### src/rtl/core/lasa_pkg.sv
// Shared constants, codes and controller/datapath interface types for the
// skyline rectangle allocator. No dependencies.
package lasa_pkg;

  localparam int DEF_PAGE_COUNT  = 256;
  localparam int DEF_PAGE_WIDTH  = 128;
  localparam int DEF_PAGE_HEIGHT = 128;

  localparam int CMD_W    = 1;
  localparam int SIZE_W   = 8;
  localparam int STATUS_W = 2;
  localparam int PAGE_W   = 8;
  localparam int POS_X_W  = 7;
  localparam int POS_Y_W  = 7;

  localparam logic [CMD_W-1:0] CMD_ALLOC = 1'b0;
  localparam logic [CMD_W-1:0] CMD_CLEAR = 1'b1;

  localparam logic [STATUS_W-1:0] ST_PLACED   = 2'd0;
  localparam logic [STATUS_W-1:0] ST_BAD_SIZE = 2'd1;
  localparam logic [STATUS_W-1:0] ST_FULL     = 2'd2;
  localparam logic [STATUS_W-1:0] ST_CLEARED  = 2'd3;

  typedef struct packed {
    logic                load;
    logic                sweep_start;
    logic                sweep;
    logic                page_init;
    logic                page_next;
    logic                scan;
    logic                write_start;
    logic                write;
    logic                set_status;
    logic [STATUS_W-1:0] status_code;
    logic                out_load;
  } lasa_cmd_t;

  typedef struct packed {
    logic bad_size;
    logic too_tall;
    logic sweep_last;
    logic scan_end;
    logic fits;
    logic last_page;
    logic write_last;
    logic out_free;
  } lasa_stat_t;

endpackage

### src/rtl/core/lasa_ctrl.sv
// Controller state machine of the skyline allocator: sequences the clearing
// pass, the page scans, the column update and the result. Depends on lasa_pkg.
module lasa_ctrl import lasa_pkg::*; (
  input  logic             clk,
  input  logic             rst,
  input  logic             in_valid,
  input  logic [CMD_W-1:0] command,
  output logic             in_ready,
  input  lasa_stat_t       stat,
  output lasa_cmd_t        cmd
);

  localparam logic [2:0] S_CLEAR  = 3'd0;
  localparam logic [2:0] S_IDLE   = 3'd1;
  localparam logic [2:0] S_PSTART = 3'd2;
  localparam logic [2:0] S_SCAN   = 3'd3;
  localparam logic [2:0] S_DECIDE = 3'd4;
  localparam logic [2:0] S_WRITE  = 3'd5;
  localparam logic [2:0] S_DONE   = 3'd6;

  logic [2:0] state;
  logic [2:0] state_next;
  logic       report;
  logic       report_next;

  always_ff @(posedge clk) begin
    if (rst) begin
      state  <= S_CLEAR;
      report <= 1'b0;
    end else begin
      state  <= state_next;
      report <= report_next;
    end
  end

  assign in_ready = (state == S_IDLE);

  always_comb begin
    state_next  = state;
    report_next = report;
    cmd         = '0;
    unique case (state)
      S_CLEAR: begin
        cmd.sweep = 1'b1;
        if (stat.sweep_last) begin
          if (report) begin
            cmd.set_status  = 1'b1;
            cmd.status_code = ST_CLEARED;
            report_next     = 1'b0;
            state_next      = S_DONE;
          end else begin
            state_next = S_IDLE;
          end
        end
      end
      S_IDLE: begin
        if (in_valid) begin
          cmd.load = 1'b1;
          if (command == CMD_CLEAR) begin
            cmd.sweep_start = 1'b1;
            report_next     = 1'b1;
            state_next      = S_CLEAR;
          end else if (stat.bad_size) begin
            cmd.set_status  = 1'b1;
            cmd.status_code = ST_BAD_SIZE;
            state_next      = S_DONE;
          end else if (stat.too_tall) begin
            cmd.set_status  = 1'b1;
            cmd.status_code = ST_FULL;
            state_next      = S_DONE;
          end else begin
            state_next = S_PSTART;
          end
        end
      end
      S_PSTART: begin
        cmd.page_init = 1'b1;
        state_next    = S_SCAN;
      end
      S_SCAN: begin
        cmd.scan = 1'b1;
        if (stat.scan_end) begin
          state_next = S_DECIDE;
        end
      end
      S_DECIDE: begin
        if (stat.fits) begin
          cmd.write_start = 1'b1;
          state_next      = S_WRITE;
        end else if (stat.last_page) begin
          cmd.set_status  = 1'b1;
          cmd.status_code = ST_FULL;
          state_next      = S_DONE;
        end else begin
          cmd.page_next = 1'b1;
          state_next    = S_PSTART;
        end
      end
      S_WRITE: begin
        cmd.write = 1'b1;
        if (stat.write_last) begin
          cmd.set_status  = 1'b1;
          cmd.status_code = ST_PLACED;
          state_next      = S_DONE;
        end
      end
      S_DONE: begin
        if (stat.out_free) begin
          cmd.out_load = 1'b1;
          state_next   = S_IDLE;
        end
      end
      default: begin
        state_next = S_IDLE;
      end
    endcase
  end

endmodule

### config.mk
export PLATFORM = sky130hd
export DESIGN_NAME = lasa_ctrl
export DESIGN_NICKNAME = d
export VERILOG_FILES = /design/src/rtl/core/lasa_pkg.sv /design/src/rtl/core/lasa_ctrl.sv
export SDC_FILE = /design/constraint.sdc
export NUM_CORES = 1
export LEC_CHECK = 0
export BUFFER_PORTS_ARGS = -buffer_cell sky130_fd_sc_hd__buf_2
export CAP_MARGIN = 20
export CELL_PAD_IN_SITES_DETAIL_PLACEMENT = 0
export CELL_PAD_IN_SITES_GLOBAL_PLACEMENT = 1
export CORE_MARGIN = 2
export CORE_UTILIZATION = 31
export DETAILED_ROUTE_END_ITERATION = 12
export PLACE_DENSITY = 0.82
export SLEW_MARGIN = 20
export SYNTH_ARGS = -nofsm -noshare
export SYNTH_HDL_FRONTEND = slang
export SYNTH_SLANG_ARGS = --single-unit
### constraint.sdc
create_clock -name clk -period 4.1 [get_ports clk]
set_input_delay 0.82 -clock clk [delete_from_list [all_inputs] [get_ports clk]]
set_output_delay 0.82 -clock clk [all_outputs]
set_load 0.005 [all_outputs]
==> results.tsv <==
stage	metric	value	unit
run_status	status	finished clean	
setup_path	Crit Path Max Fanout	17	
clock_tree	clk slew on worst S/H paths	0.04	ns
yosys	count leader, synth	nor2_1	
detailed_routing	DR pass1 iterations	4	
setup_path	critical path start-end classification	flop to output port	
sta	RSZ-0062 raised after global routing	false	
clock_tree	Gates resized, CTS repair	0	
detailed_routing	ANT nets after route	0	
floorplan	die height	44.1	um
clock_tree	clock latency on the worst-skew pair	0.23	ns
clock_tree	Post-CTS Setup Repair Bufs	0	
sta	Final min period	2.44	ns
sta	worst rel slew slack	61.7	%
place	DPL Wire Length	1050	um
power	Pwr Density	621	nW/um^2
yosys	Avg Cell Area, Syn	6.82	sq um
final_layout	layout cells sized above 1	33.7	%
sta	total negative slack	0	ns
detailed_routing	initial DRC count	19	
final_layout	Area Growth Syn to Fin	26.6	%
global_routing	Overflow after GRT	0	
yosys	Area contributors post-synth	dfxtp_1, nor2_1, o21ai_0	
clock_tree	CTS tree	built	
place	port bufs	24	
flow_run	Max-cap violations	0	
yosys	Yosys warning count	0	
final_layout	Net count, final	109	
clock_tree	root buffer cell	clkbuf_4	
final_layout	Final Util	41.9	%
setup_path	Worst setup EP type	output port	
global_routing	first-pass GRT wire length	2330	um
floorplan	io pins	25	
clock_tree	clk buf depth	2	
global_routing	vias in the first global route	485	
sta	Worst Tran Pin Value	0.573	ns
min_path	hold path cells	2	
yosys	Synth async-reset ratio	0	%
detailed_routing	Residual DRC	0	
detailed_routing	vias	610	
final_layout	antenna fix cells	0	
yosys	Most used DFF post-synth	dfxtp_1	
power	Static Leak	0.000304	uW
power	peak supply drop	0.368	mV
floorplan	DIE AREA	1940	sq um
global_routing	pin count of the biggest net entering global routing	20	
sta	period utilization	59.6	%
yosys	Mapped Area	498	sq um
detailed_routing	via/cell ratio	5.50	
power	total power	391	uW
yosys	Synth top area share	16.1	%
place	routability cong.	0.746	
yosys	synthesized netlist net count	85	
floorplan	die width	44.1	um
clock_tree	clk sink count	4	
yosys	flops & latches, synth	4	
setup_path	startpoint types	flop	
place	dpl cell area	608	sq um
sta	Finish-stage setup viols	0	
yosys	Netlist cell types	34	
setup_path	CP required	3.28	ns
detailed_routing	drt total wl	1410	um
sta	max-slew violations	0	
clock_tree	H-tree depth	1	
clock_tree	CTS Hold Bufs	0	
global_routing	initial antenna violation count	0	
floorplan	Initial Utilization	33.1	%
yosys	post-synth top area cell	dfxtp_1	
sta	Fin. Hold Viols	0	
final_layout	final instance area	631	sq um
sta	clock skew	0.000469	ns
yosys	EDFF count, synth	0	
min_path	worst min-delay path class	flop to flop	
sta	Max Fclk	0.410	GHz
yosys	most instantiated cells after synthesis	nor2_1, nand2_1, o21ai_0	
clock_tree	TritonCTS Buffers	3	
floorplan	CORE AREA	1510	sq um
yosys	post-synthesis cell count	73	
setup_path	Reg2Reg Depth	4	
global_routing	All-Layer GR Usage	15.8	%
yosys	Seq/Total Area, Yosys	16.1	%
floorplan	num rows	14	
setup_path	WP data arrival	1.62	ns
detailed_routing	post-DR wirelength/cell	12.7	um
==> routing by layer <==
| metal | global-route usage [%] | wire (um) | vias to the layer above |
|---|---|---|---|
| met1 | 23.8 | 657 | 276 |
| met2 | 21.8 | 681 | 16 |
| met5 | 0 | 0 | - |
| met4 | 7.27 | 0 | 0 |
| met3 | 2.45 | 67 | 0 |
| li1 | - | - | 318 |
==> layout make-up <==
cell class	instances	area, sq um
fillers	167	876
multi-input cells	60	370
repair buffers	24	120
flip-flops and latches	4	80.1
clock buffers	3	22.5
well taps	16	20.0
inverters	4	17.5
==> sequential cells by signal, summed over array words and instances, names as in the netlist <==
| name | flops |
|---|---|
| state | 3 |
| report | 1 |
==> metrics by stage <==
step | cells | hold slack [ns] | setup WS (ns)
finish | 111 | 0.536 | 1.66
global route | 111 | 0.583 | 1.47
CTS | 111 | 0.541 | 1.67
detailed placement | 108 | 0.536 | 1.75
global placement | 108 | 0.552 | 1.75
floorplan | 73 | 0.478 | 2.03
==> logic make-up after synthesis <==
family          Yosys count  synth area share, %
compound gates           20                 31.7
buf+inv                   9                 9.55
flops                     4                 16.1
mux                       2                 4.27
simple gates             38                 38.4
==> cell usage in the layout, fill, tap and decap left out, types with 2 or more instances in the layout <==
master,instances
o21ai_0,6
and3_1,3
nand2b_1,2
nor2_1,12
nor2b_1,2
a21oi_1,2
nand3_1,2
nor3_1,4
inv_1,2
a32o_1,2
nor4b_1,2
nand2_1,7
dfxtp_1,4
clkbuf_4,3
buf_2,24
==> worst max-delay path: stages, from the launching register on <==
cell	delay, ns
dfxtp_1	0.66
nand3_1	0.26
o41ai_1	0.30
buf_2	0.17
==> power by group <==
| part | internal, uW | switching [uW] |
|---|---|---|
| clock network | 32.6 | 14.1 |
| registers | 54.1 | 58.5 |
| logic | 111 | 121 |
==> worst paths after layout <==
kind	end	from	slack [ns]
worst max-delay path	cmd[2]	state[0]$_SDFFE_PP0P_	1.66
worst min-delay path	report$_SDFFE_PP0P_	report$_SDFFE_PP0P_	0.54
worst max register to register	state[0]$_SDFFE_PP0P_	state[0]$_SDFFE_PP0P_	2.39
worst min register to register	report$_SDFFE_PP0P_	report$_SDFFE_PP0P_	0.54
Power figures use the tool's default switching activity.
